===== config.mk =====
export PLATFORM = sky130hd
export DESIGN_NAME = barcode_hamming_matcher
export DESIGN_NICKNAME = d
export VERILOG_FILES = /design/src/hw/rtl/bhm_pkg.sv /design/src/hw/rtl/bhm_dp.sv /design/src/hw/rtl/bhm_ctrl.sv /design/src/hw/rtl/barcode_hamming_matcher.sv
export SDC_FILE = /design/constraint.sdc
export NUM_CORES = 2
export LEC_CHECK = 0
export ABC_AREA = 0
export BUFFER_PORTS_ARGS = -buffer_cell sky130_fd_sc_hd__buf_2
export CAP_MARGIN = 30
export CORE_MARGIN = 2
export CORE_UTILIZATION = 62
export DETAILED_ROUTE_END_ITERATION = 8
export HOLD_SLACK_MARGIN = 0.12
export PLACE_DENSITY = 0.76
export SYNTH_ARGS = -nofsm -noshare
export SYNTH_HDL_FRONTEND = slang
export SYNTH_SLANG_ARGS = --single-unit

===== constraint.sdc =====
create_clock -name clk -period 6.85 [get_ports clk]
set_input_delay 0.685 -clock clk [delete_from_list [all_inputs] [get_ports clk]]
set_output_delay 0.685 -clock clk [all_outputs]
set_load 0.1 [all_outputs]

===== src/hw/rtl/bhm_pkg.sv =====
// ----------------------------------------------------------------------------
// bhm_pkg
// Types and constants of the barcode Hamming-distance matcher.
// ----------------------------------------------------------------------------
package bhm_pkg;

  localparam int BHM_ENTRIES   = 32;
  localparam int BHM_TAG_CHARS = 7;

  localparam int CHAR_W    = 8;
  localparam int PORT_W    = 56;          // packed character field on the ports
  localparam int PAD_W     = CHAR_W * 8;  // port field padded to eight characters
  localparam int LEN_W     = 3;
  localparam int LEN_MAX   = 7;
  localparam int CNT_W     = 4;
  localparam int LIMIT_W   = 4;
  localparam int IDX_OUT_W = 5;

  localparam logic [LIMIT_W-1:0] LIMIT_RESET = 4'd1;

  localparam logic CMD_LOAD  = 1'b0;
  localparam logic CMD_QUERY = 1'b1;

  typedef enum logic [2:0] {
    ST_CLEAR,
    ST_IDLE,
    ST_SCAN,
    ST_DRAIN,
    ST_DONE
  } bhm_state_t;

  typedef struct packed {
    logic clr_wr;    // clearing pass writes an empty entry at the counter
    logic load_wr;   // load transfer writes the entry from the input ports
    logic seq_ld;    // capture the query characters
    logic scan_rd;   // read the entry at the counter and step it
    logic addr_clr;  // return the counter to zero
    logic res_ld;    // capture the scan outcome
    logic out_ld;    // move the outcome into the output register
  } bhm_cmd_t;

  typedef struct packed {
    logic addr_last;  // counter sits on the last entry
    logic hit;        // entry read last cycle is valid and its mismatch count is below the limit
  } bhm_sts_t;

endpackage


===== src/hw/rtl/bhm_dp.sv =====
// ----------------------------------------------------------------------------
// bhm_dp
// Tag store, scan counter, mismatch counter and result registers.
// ----------------------------------------------------------------------------
module bhm_dp import bhm_pkg::*; #(
  parameter int ENTRIES   = BHM_ENTRIES,
  parameter int TAG_CHARS = BHM_TAG_CHARS
) (
  input  logic                 clk,
  input  logic                 rst_n,
  input  bhm_cmd_t             cmd,
  output bhm_sts_t             sts,
  input  logic [4:0]           in_entry_index,
  input  logic [PORT_W-1:0]    in_entry_tag,
  input  logic [LEN_W-1:0]     in_entry_length,
  input  logic                 in_entry_valid,
  input  logic [PORT_W-1:0]    in_query_seq,
  input  logic                 cfg_wr_en,
  input  logic [LIMIT_W-1:0]   cfg_wr_data,
  output logic                 out_matched,
  output logic [IDX_OUT_W-1:0] out_match_index
);

  localparam int IDX_W   = $clog2(ENTRIES);
  localparam int TAG_W   = CHAR_W * TAG_CHARS;
  localparam int ENT_W   = TAG_W + LEN_W + 1;
  localparam int MAX_LEN = (TAG_CHARS > LEN_MAX) ? LEN_MAX : TAG_CHARS;

  logic [ENT_W-1:0]     mem [ENTRIES];
  logic [ENT_W-1:0]     rd_data_r;
  logic [IDX_W-1:0]     addr_r, addr_nxt;
  logic [IDX_W-1:0]     cmp_idx_r;
  logic                 cmp_vld_r;
  logic [LIMIT_W-1:0]   limit_r;
  logic [TAG_W-1:0]     seq_r;
  logic                 res_found_r;
  logic [IDX_OUT_W-1:0] res_idx_r;
  logic                 out_matched_r;
  logic [IDX_OUT_W-1:0] out_idx_r;

  logic [PAD_W-1:0]     tag_pad, seq_pad;
  logic [TAG_W-1:0]     ld_tag, ld_seq;
  logic [LEN_W-1:0]     ld_len;
  logic                 idx_ok;
  logic                 wr_en;
  logic [IDX_W-1:0]     wr_addr;
  logic [ENT_W-1:0]     wr_data;

  logic                 rd_vld;
  logic [LEN_W-1:0]     rd_len;
  logic [TAG_W-1:0]     rd_tag;
  logic [CNT_W-1:0]     mis_cnt;

  // ---- load path ----
  always_comb begin
    tag_pad = PAD_W'(in_entry_tag);
    seq_pad = PAD_W'(in_query_seq);
    for (int i = 0; i < TAG_CHARS; i++) begin
      ld_tag[CHAR_W*i +: CHAR_W] = tag_pad[CHAR_W*i +: CHAR_W];
      ld_seq[CHAR_W*i +: CHAR_W] = seq_pad[CHAR_W*i +: CHAR_W];
    end
    if (int'(in_entry_length) > MAX_LEN) begin
      ld_len = LEN_W'(MAX_LEN);
    end else begin
      ld_len = in_entry_length;
    end
  end

  assign idx_ok  = int'(in_entry_index) < ENTRIES;
  assign wr_en   = cmd.clr_wr | (cmd.load_wr & idx_ok);
  assign wr_addr = cmd.clr_wr ? addr_r : IDX_W'(in_entry_index);
  assign wr_data = cmd.clr_wr ? '0 : {in_entry_valid, ld_len, ld_tag};

  always_ff @(posedge clk) begin
    if (wr_en) begin
      mem[wr_addr] <= wr_data;
    end
    if (cmd.scan_rd) begin
      rd_data_r <= mem[addr_r];
      cmp_idx_r <= addr_r;
    end
    if (cmd.seq_ld) begin
      seq_r <= ld_seq;
    end
  end

  // ---- scan counter ----
  always_comb begin
    if (cmd.addr_clr) begin
      addr_nxt = '0;
    end else if (cmd.clr_wr || cmd.scan_rd) begin
      addr_nxt = addr_r + IDX_W'(1);
    end else begin
      addr_nxt = addr_r;
    end
  end

  always_ff @(posedge clk) begin
    if (!rst_n) begin
      addr_r    <= '0;
      cmp_vld_r <= 1'b0;
      limit_r   <= LIMIT_RESET;
    end else begin
      addr_r    <= addr_nxt;
      cmp_vld_r <= cmd.scan_rd;
      if (cfg_wr_en) begin
        limit_r <= cfg_wr_data;
      end
    end
  end

  // ---- mismatch count over the entry's own length ----
  assign rd_vld = rd_data_r[ENT_W-1];
  assign rd_len = rd_data_r[TAG_W +: LEN_W];
  assign rd_tag = rd_data_r[TAG_W-1:0];

  always_comb begin
    mis_cnt = '0;
    for (int i = 0; i < TAG_CHARS; i++) begin
      if ((i < int'(rd_len)) &&
          (rd_tag[CHAR_W*i +: CHAR_W] != seq_r[CHAR_W*i +: CHAR_W])) begin
        mis_cnt = mis_cnt + CNT_W'(1);
      end
    end
  end

  assign sts.hit       = cmp_vld_r & rd_vld & (mis_cnt < limit_r);
  assign sts.addr_last = (addr_r == IDX_W'(ENTRIES - 1));

  // ---- result and output registers ----
  always_ff @(posedge clk) begin
    if (cmd.res_ld) begin
      res_found_r <= sts.hit;
      res_idx_r   <= sts.hit ? IDX_OUT_W'(cmp_idx_r) : '0;
    end
    if (cmd.out_ld) begin
      out_matched_r <= res_found_r;
      out_idx_r     <= res_idx_r;
    end
  end

  assign out_matched     = out_matched_r;
  assign out_match_index = out_idx_r;

endmodule


===== src/hw/rtl/bhm_ctrl.sv =====
// ----------------------------------------------------------------------------
// bhm_ctrl
// Sequencer for the clearing pass, loads, table scans and result transfer.
// ----------------------------------------------------------------------------
module bhm_ctrl import bhm_pkg::*; (
  input  logic     clk,
  input  logic     rst_n,
  input  logic     in_valid,
  input  logic     in_cmd,
  output logic     in_stall,
  output logic     out_valid,
  input  logic     out_stall,
  input  bhm_sts_t sts,
  output bhm_cmd_t cmd
);

  bhm_state_t state_r, state_nxt;
  logic       out_valid_r, out_valid_nxt;

  always_ff @(posedge clk) begin
    if (!rst_n) begin
      state_r     <= ST_CLEAR;
      out_valid_r <= 1'b0;
    end else begin
      state_r     <= state_nxt;
      out_valid_r <= out_valid_nxt;
    end
  end

  always_comb begin
    state_nxt = state_r;
    cmd       = '0;
    in_stall  = 1'b1;
    unique case (state_r)
      ST_CLEAR: begin
        cmd.clr_wr = 1'b1;
        if (sts.addr_last) begin
          cmd.addr_clr = 1'b1;
          state_nxt    = ST_IDLE;
        end
      end
      ST_IDLE: begin
        in_stall = 1'b0;
        if (in_valid) begin
          if (in_cmd == CMD_QUERY) begin
            cmd.seq_ld = 1'b1;
            state_nxt  = ST_SCAN;
          end else begin
            cmd.load_wr = 1'b1;
          end
        end
      end
      ST_SCAN: begin
        // first hit in index order ends the walk
        if (sts.hit) begin
          cmd.res_ld   = 1'b1;
          cmd.addr_clr = 1'b1;
          state_nxt    = ST_DONE;
        end else begin
          cmd.scan_rd = 1'b1;
          if (sts.addr_last) begin
            cmd.addr_clr = 1'b1;
            state_nxt    = ST_DRAIN;
          end
        end
      end
      ST_DRAIN: begin
        cmd.res_ld = 1'b1;
        state_nxt  = ST_DONE;
      end
      ST_DONE: begin
        if (!out_valid_r || !out_stall) begin
          cmd.out_ld = 1'b1;
          state_nxt  = ST_IDLE;
        end
      end
      default: begin
        state_nxt = ST_CLEAR;
      end
    endcase
  end

  always_comb begin
    if (cmd.out_ld) begin
      out_valid_nxt = 1'b1;
    end else if (out_valid_r && !out_stall) begin
      out_valid_nxt = 1'b0;
    end else begin
      out_valid_nxt = out_valid_r;
    end
  end

  assign out_valid = out_valid_r;

endmodule


===== src/hw/rtl/barcode_hamming_matcher.sv =====
// ----------------------------------------------------------------------------
// barcode_hamming_matcher
// Barcode tag table with first-match search by character mismatch count.
// ----------------------------------------------------------------------------
// Usage:
//   Input channel (in_*): a load (in_cmd = 0) writes or clears one table slot
//   and gives no result; a query (in_cmd = 1) gives one result on out_*.
//   Both channels transfer on valid high and stall low.
//   cfg_wr_en/cfg_wr_data set the mismatch limit (reset value 1); write it
//   only while no query is in flight.
// Timing:
//   A query walks the table one entry per cycle out of a single-port read of
//   the tag memory with registered read data; the first hit in index order,
//   or the last entry, ends the scan, and the result then moves into the
//   output register once it is free. The input is open again from the cycle
//   in which out_valid rises; a new item is not taken while a query is in flight.
// Reset:
//   rst_n clears the valid marks by a pass over the memory that walks every
//   entry; in_stall stays high during it.
// Stall:
//   A result waits in the output register while out_stall is high; the block
//   still takes the next item and finishes its scan, then holds it until
//   the output register frees up.
// ----------------------------------------------------------------------------
module barcode_hamming_matcher import bhm_pkg::*; #(
  parameter int ENTRIES   = BHM_ENTRIES,
  parameter int TAG_CHARS = BHM_TAG_CHARS
) (
  input  logic                 clk,
  input  logic                 rst_n,
  input  logic                 in_valid,
  output logic                 in_stall,
  input  logic                 in_cmd,
  input  logic [4:0]           in_entry_index,
  input  logic [PORT_W-1:0]    in_entry_tag,
  input  logic [LEN_W-1:0]     in_entry_length,
  input  logic                 in_entry_valid,
  input  logic [PORT_W-1:0]    in_query_seq,
  output logic                 out_valid,
  input  logic                 out_stall,
  output logic                 out_matched,
  output logic [IDX_OUT_W-1:0] out_match_index,
  input  logic                 cfg_wr_en,
  input  logic [LIMIT_W-1:0]   cfg_wr_data
);

  bhm_cmd_t cmd;
  bhm_sts_t sts;

  bhm_ctrl u_ctrl (
    .clk       (clk),
    .rst_n     (rst_n),
    .in_valid  (in_valid),
    .in_cmd    (in_cmd),
    .in_stall  (in_stall),
    .out_valid (out_valid),
    .out_stall (out_stall),
    .sts       (sts),
    .cmd       (cmd)
  );

  bhm_dp #(
    .ENTRIES   (ENTRIES),
    .TAG_CHARS (TAG_CHARS)
  ) u_dp (
    .clk             (clk),
    .rst_n           (rst_n),
    .cmd             (cmd),
    .sts             (sts),
    .in_entry_index  (in_entry_index),
    .in_entry_tag    (in_entry_tag),
    .in_entry_length (in_entry_length),
    .in_entry_valid  (in_entry_valid),
    .in_query_seq    (in_query_seq),
    .cfg_wr_en       (cfg_wr_en),
    .cfg_wr_data     (cfg_wr_data),
    .out_matched     (out_matched),
    .out_match_index (out_match_index)
  );

endmodule


* Word-level counts from Yosys, hierarchy flattened
Memories as Yosys holds them, arrays and structs flattened. A register that Yosys moved wholly into a read port is not among the register bits.
Cells that the tools add are included.
** Cells by class
- Magnitude comparators :: 8
- Muxes and demuxes :: 35
- $add $sub $neg :: 7
- Eq/ne operators :: 17
- Reductions and logical operators :: 16
- Bitwise operators :: 4
** Operator list (number)
- 2-to-1 mux 60 bit :: 1
- inequality test 8 bit :: 7
- 2-to-1 mux 4 bit :: 6
- adder 4 x 1 -> 4 bit, second input constant :: 5
- 2-to-1 mux 3 bit :: 6
- 2-to-1 mux 1 bit :: 16
- case mux 3 bit (5 select lines) :: 1
- < comparator 3 bit, first input constant :: 3
- logical AND 1 bit :: 8
- == test 3 x 2 -> 1 bit, second input constant :: 2
- < comparator 1 x 3 -> 1 bit, first input constant :: 2
- < comparator 2 x 3 -> 1 bit, first input constant :: 2
- inequality test 2 bit, second input constant :: 3
- adder 5 x 1 -> 5 bit, second input constant :: 1
- == test 5 bit, second input constant :: 1
- 2-to-1 mux 5 bit :: 1
- AND reduction 5 bit :: 1
- < comparator 4 bit :: 1
- 2-to-1 mux 2 bit :: 2
- case mux 1 bit (2 select lines) :: 2
- == test 3 x 1 -> 1 bit, second input constant :: 1
- == test 3 bit, second input constant :: 1
- logical NOT 3 bit :: 1
- inequality test 3 x 2 -> 1 bit, second input constant :: 1
- 9 further kinds :: 12
** Word-level totals
- Word-level logic and storage cells :: 99
- Output and inout bits :: 8
- Flip-flop bits (word level) :: 87
- Memories :: 1
- Memory bits (writable) :: 1920
- Input port bits :: 131
** Memory list
- u_dp.mem :: depth 32, bits a word 60, read ports 1, clocked after Yosys merged registers in 1, wr ports 1, line bhm_dp.sv:29 : logic [ENT_W-1:0] mem [ENTRIES];

* Logic depth before layout (Yosys ltp)
- Word-level depth :: 20
- Gate-level depth with buffers :: 23
- Depth with buffers taken out :: 23

* Cells and area by module
Synthesis repeated with hierarchy kept, for this count alone.
** Unflattened totals
- Cells, all modules :: 3219
- Area total of the unflattened synthesis :: 79100.9 um2
** By module, submodules not included
- bhm_dp :: cells each 3187, area each 78848.1 um2, times used 1, seq. area each 61849.3 um2
- bhm_ctrl :: cells each 32, area each 252.7 um2, times used 1, seq. area each 80.1 um2

* Worst setup path before layout
Ideal clock, no wire load.
- Path type :: flip-flop to flip-flop
- From :: reg u_dp.seq_r[4]
- To :: reg u_dp.cmp_idx_r[0], enable pin
- Arrival :: 5555 ps
- Slack :: 876 ps
- Path buffers :: 0
- Stages on the path, launching flop included :: 23
- Clock period less this slack :: 5974 ps
- Cells stage by stage :: edfxtp_1 > xor2_1 > nor4_1 > nand2_1 > o31a_1 > inv_1 > ha_1 > xor2_4 > ha_1 > mux2_2 > xnor2_1 > mux2_2 > ha_1 > and2_1 > xor2_1 > xnor2_1 > nand4_1 > xor2_1 > ha_1 > inv_1 > o21ai_0 > o21bai_1 > inv_1
** RTL lines
- from (decl) :: line bhm_dp.sv:35 : logic [TAG_W-1:0] seq_r;
- from (signal assigned) :: line bhm_dp.sv:83 : seq_r <= ld_seq;
- to (signal assigned) :: line bhm_dp.sv:80 : cmp_idx_r <= addr_r;
- to (decl) :: line bhm_dp.sv:32 : logic [IDX_W-1:0] cmp_idx_r;

==> reports/metrics.cfg <==
[outcome]
outcome=finished clean

[synthesis]
synth-simple-area-share_pct=1.28
synthMuxAreaShare_pct=18.1
synthFlopType=edfxtp_1
ys_seq_area_share_pct=78.4
synth_cell_types=50
async_flop_share_pct=0
syn_nets=3378
syn_avg_cell_area_um2=24.4
synth_compound_area_share_pct=0.423
ys_ff_latch=2067
synth-adder-area-share_pct=0.206
synth_xor_area_share_pct=0.828
ys_warn_count=0
synth_top_family_by_area=multiplexers
netlist_area_um2=79000
synthCells=3234
synth_edf_count=2053

[power]
combPwrFrac_pct=4.1
p_switching_mw=5.25
ir_drop_v=0.000269
intPower_mw=20.3
p_leak_nw=26.0
p_clk_share_pct=41.5
p_sw_share_pct=20.5
p_seq_share_pct=54.4
p_per_area_nw_per_um2=286

[finish]
layout_commonest_cell=edfxtp_1
post-route-util_pct=70.5
design_area_um2=89500
area_delta_synth_final_pct=13.3
final_nets=3706
final_cell_mix=2053 x edfxtp_1, 600 x mux4_2, 198 x clkbuf_16, 139 x buf_2, 66 x and2_1
layout-drive-gt1-share_pct=32.8

[critical_path]
crit_path_cell_trace=xor2_1, nor4_1, nand2_1, o31a_1, inv_1, ha_1, xor2_4, ha_1, mux2_2, xnor2_1, mux2_2, ha_1, and2_1, xor2_1, xnor2_1, nand4_1, xor2_1, ha_1, inv_1, o21ai_0, o21bai_1, inv_4, buf_4
cp-end-kind=flop
cp-start-kind=flop
worstRegToRegCells=23
r2r_slack_ns=0.61
critical-path-slowest-cell=o21ai_0
reg2reg_to=u_dp.rd_data_r[37]
slowest_delay_ns=0.42
crit_top_cell=ha_1
worstPathArrival_ns=6.72
worstPathMaxFanout=18
path_class=flop to flop
cp_data_required_time_ns=7.32
reg2reg_from=u_dp.seq_r[3]

[clock_network]
cts_tree=done
cts_buffers=194
cts.path.max_buffers=3
clock_latency_ns=0.82
cts-root-buf=clkbuf_16
clkTransAtPathRegs_ns=0.06
cts_sinks=2067
cts_max_level=4

[global_routing]
grt_pass1_wl_um=287000
antenna_found_initial=14
grt_overflow=0
grt_usage_pct=31.7
grt_start_max_net_pins=110
grt_pass1_vias=38900

[placed_design]
place_area_um2=82500
place_ws_ns=0.704
place.port_buffers=138
gp_congestion=0.801
hpwl_um=96200

[detailed_routing]
drtPass1Iterations=8
ant_nets=0
drt_iter0_markers=6204
drt_wl_total_um=204000
viasPerCell=7.06
drcViolationCount=0
vias=38000
wl_per_cell_um=37.8

[sta]
max_freq_mhz=160
slew_headroom_pct=25.9
worst_pin_slew_ns=1.11
grt_setup_unrepaired=false
timing.final.ws_setup_ns=0.606
setup_viol=0
min_period_ns=6.24
tns_ns=0
hold_viol=0
fin_crit_sh_pct=91.2
slew_violations=0
finClkSkew_ns=0.0300

[job]
max_cap_viol_count=0

[floorplanning]
rows=131
start_util_pct=62.2
ioPinCount=139
die_height_um=361
die_x_um=361
die_area_um2=130000
core_um2=127000

[min_path]
whs_endpoint=u_dp.limit_r[2]
min_path_cells=3
hold_path_class=primary input to flop
min_from=cfg_wr_data[2]

## layout make-up
type / count / area [µm²]
Fill cell: 6965 / 37500
Clock inverter: 121 / 1110
Antenna cell: 6 / 15.0
Clock buffer: 235 / 5100
Tap cell: 1662 / 2080
Inverter: 15 / 58.8
Timing Repair Buffer: 290 / 2500
Multi-Input combinational cell: 994 / 16700
Sequential cell: 2067 / 61900
## logic make-up after synthesis
| kind of cell | Yosys count |
|---|---|
| DFF | 2067 |
| and+or+nand+nor | 191 |
| AOI/OAI and AO/OA | 49 |
| adders and majority gates | 13 |
| buffers and inverters | 173 |
| xor gates and xnor gates | 71 |
| muxes | 670 |
## cell usage after synthesis (4+ instances only)
library cell	number	area, µm²
buf_1	44	165
o31ai_1	4	30.0
a21oi_1	9	45.0
o21ai_0	9	45.0
and2_1	66	413
edfxtp_1	2053	61600
xor2_1	37	324
mux2i_1	7	70.1
dfxtp_1	14	280
nor2b_1	5	31.3
nand2_1	29	109
xnor2_1	32	280
and3_1	8	50.1
clkbuf_1	111	417
mux4_2	600	13500
ha_1	13	163
nor4_1	8	50.1
nand3_1	8	40.0
nand4_1	7	43.8
mux2_2	63	709
nor2_1	42	158
or2_2	4	25.0
inv_1	15	56.3
## stage by stage
step                      hold WS, ns  cells  power, mW
after floorplan                 0.400   3234       14.8
after global placement          0.409   4955       15.2
after CTS                       0.126   5373       25.7
final                           0.176   5390       25.6
after global routing            0.153   5386       26.2
after detailed placement        0.415   4960       15.2
## worst max-delay path by stage
stage | startpoint | endpoint
global route | u_dp.rd_data_r[3] | u_dp.rd_data_r[45]
CTS | u_dp.rd_data_r[3] | u_dp.rd_data_r[37]
finish | u_dp.seq_r[3] | u_dp.rd_data_r[37]
detailed placement | u_dp.rd_data_r[3] | u_dp.rd_data_r[34]
floorplan | u_dp.seq_r[4] | u_dp.cmp_idx_r[0]
global placement | u_dp.seq_r[6] | u_dp.rd_data_r[32]
## layer usage
layer / GRT usage, % / part of all wire (%) / vias to the layer above
li1: - / - / 14500
met1: 43.1 / 35 / 20200
met2: 52.3 / 50 / 2824
met3: 5.99 / 10 / 498
met4: 11.8 / 4.0 / 10
met5: 0 / 0.028 / -
## sequential cells by signal, summed over array words and instances, names as in the netlist
name	flops
u_dp.res_idx_r	5
u_dp.cmp_vld_r	1
u_ctrl.state_r	3
u_dp.out_match_index	5
u_dp.rd_data_r	60
u_dp.limit_r	4
u_dp.cmp_idx_r	5
u_dp.out_matched	1
u_dp.addr_r	5
u_ctrl.out_valid	1
u_dp.res_found_r	1
u_dp.seq_r	56
u_dp.mem	1920
## worst max-delay path: cells and delay by family, from the launching register on
kind                     cells  cell delay, ns
multiplexers                 2            0.57
buffers and inverters        4            0.75
AO/OA/AOI/OAI                3            0.88
AND/OR/NAND/NOR              4            0.95
XOR/XNOR                     6            1.22
adder cells (fa/ha/maj)      4            1.13
flip-flops                   1            0.39
## power by group through the flow
stage | registers, mW | logic [mW] | clock network, mW
3_5_place_dp | 14.2 | 0.996 | 0
4_1_cts | 13.9 | 1.04 | 10.7
6_report | 13.9 | 1.05 | 10.6
2_1_floorplan | 14.2 | 0.686 | 0
3_3_place_gp | 14.2 | 0.983 | 0
5_1_grt | 13.9 | 1.09 | 11.1
## timing repair
item | in CTS | in global routing
resized for setup | 0 | 0
hold endpoints to repair | 57 | 0
buffers inserted | 0 | 0
hold buffers | 57 | 0
Power figures use the tool's default switching activity.
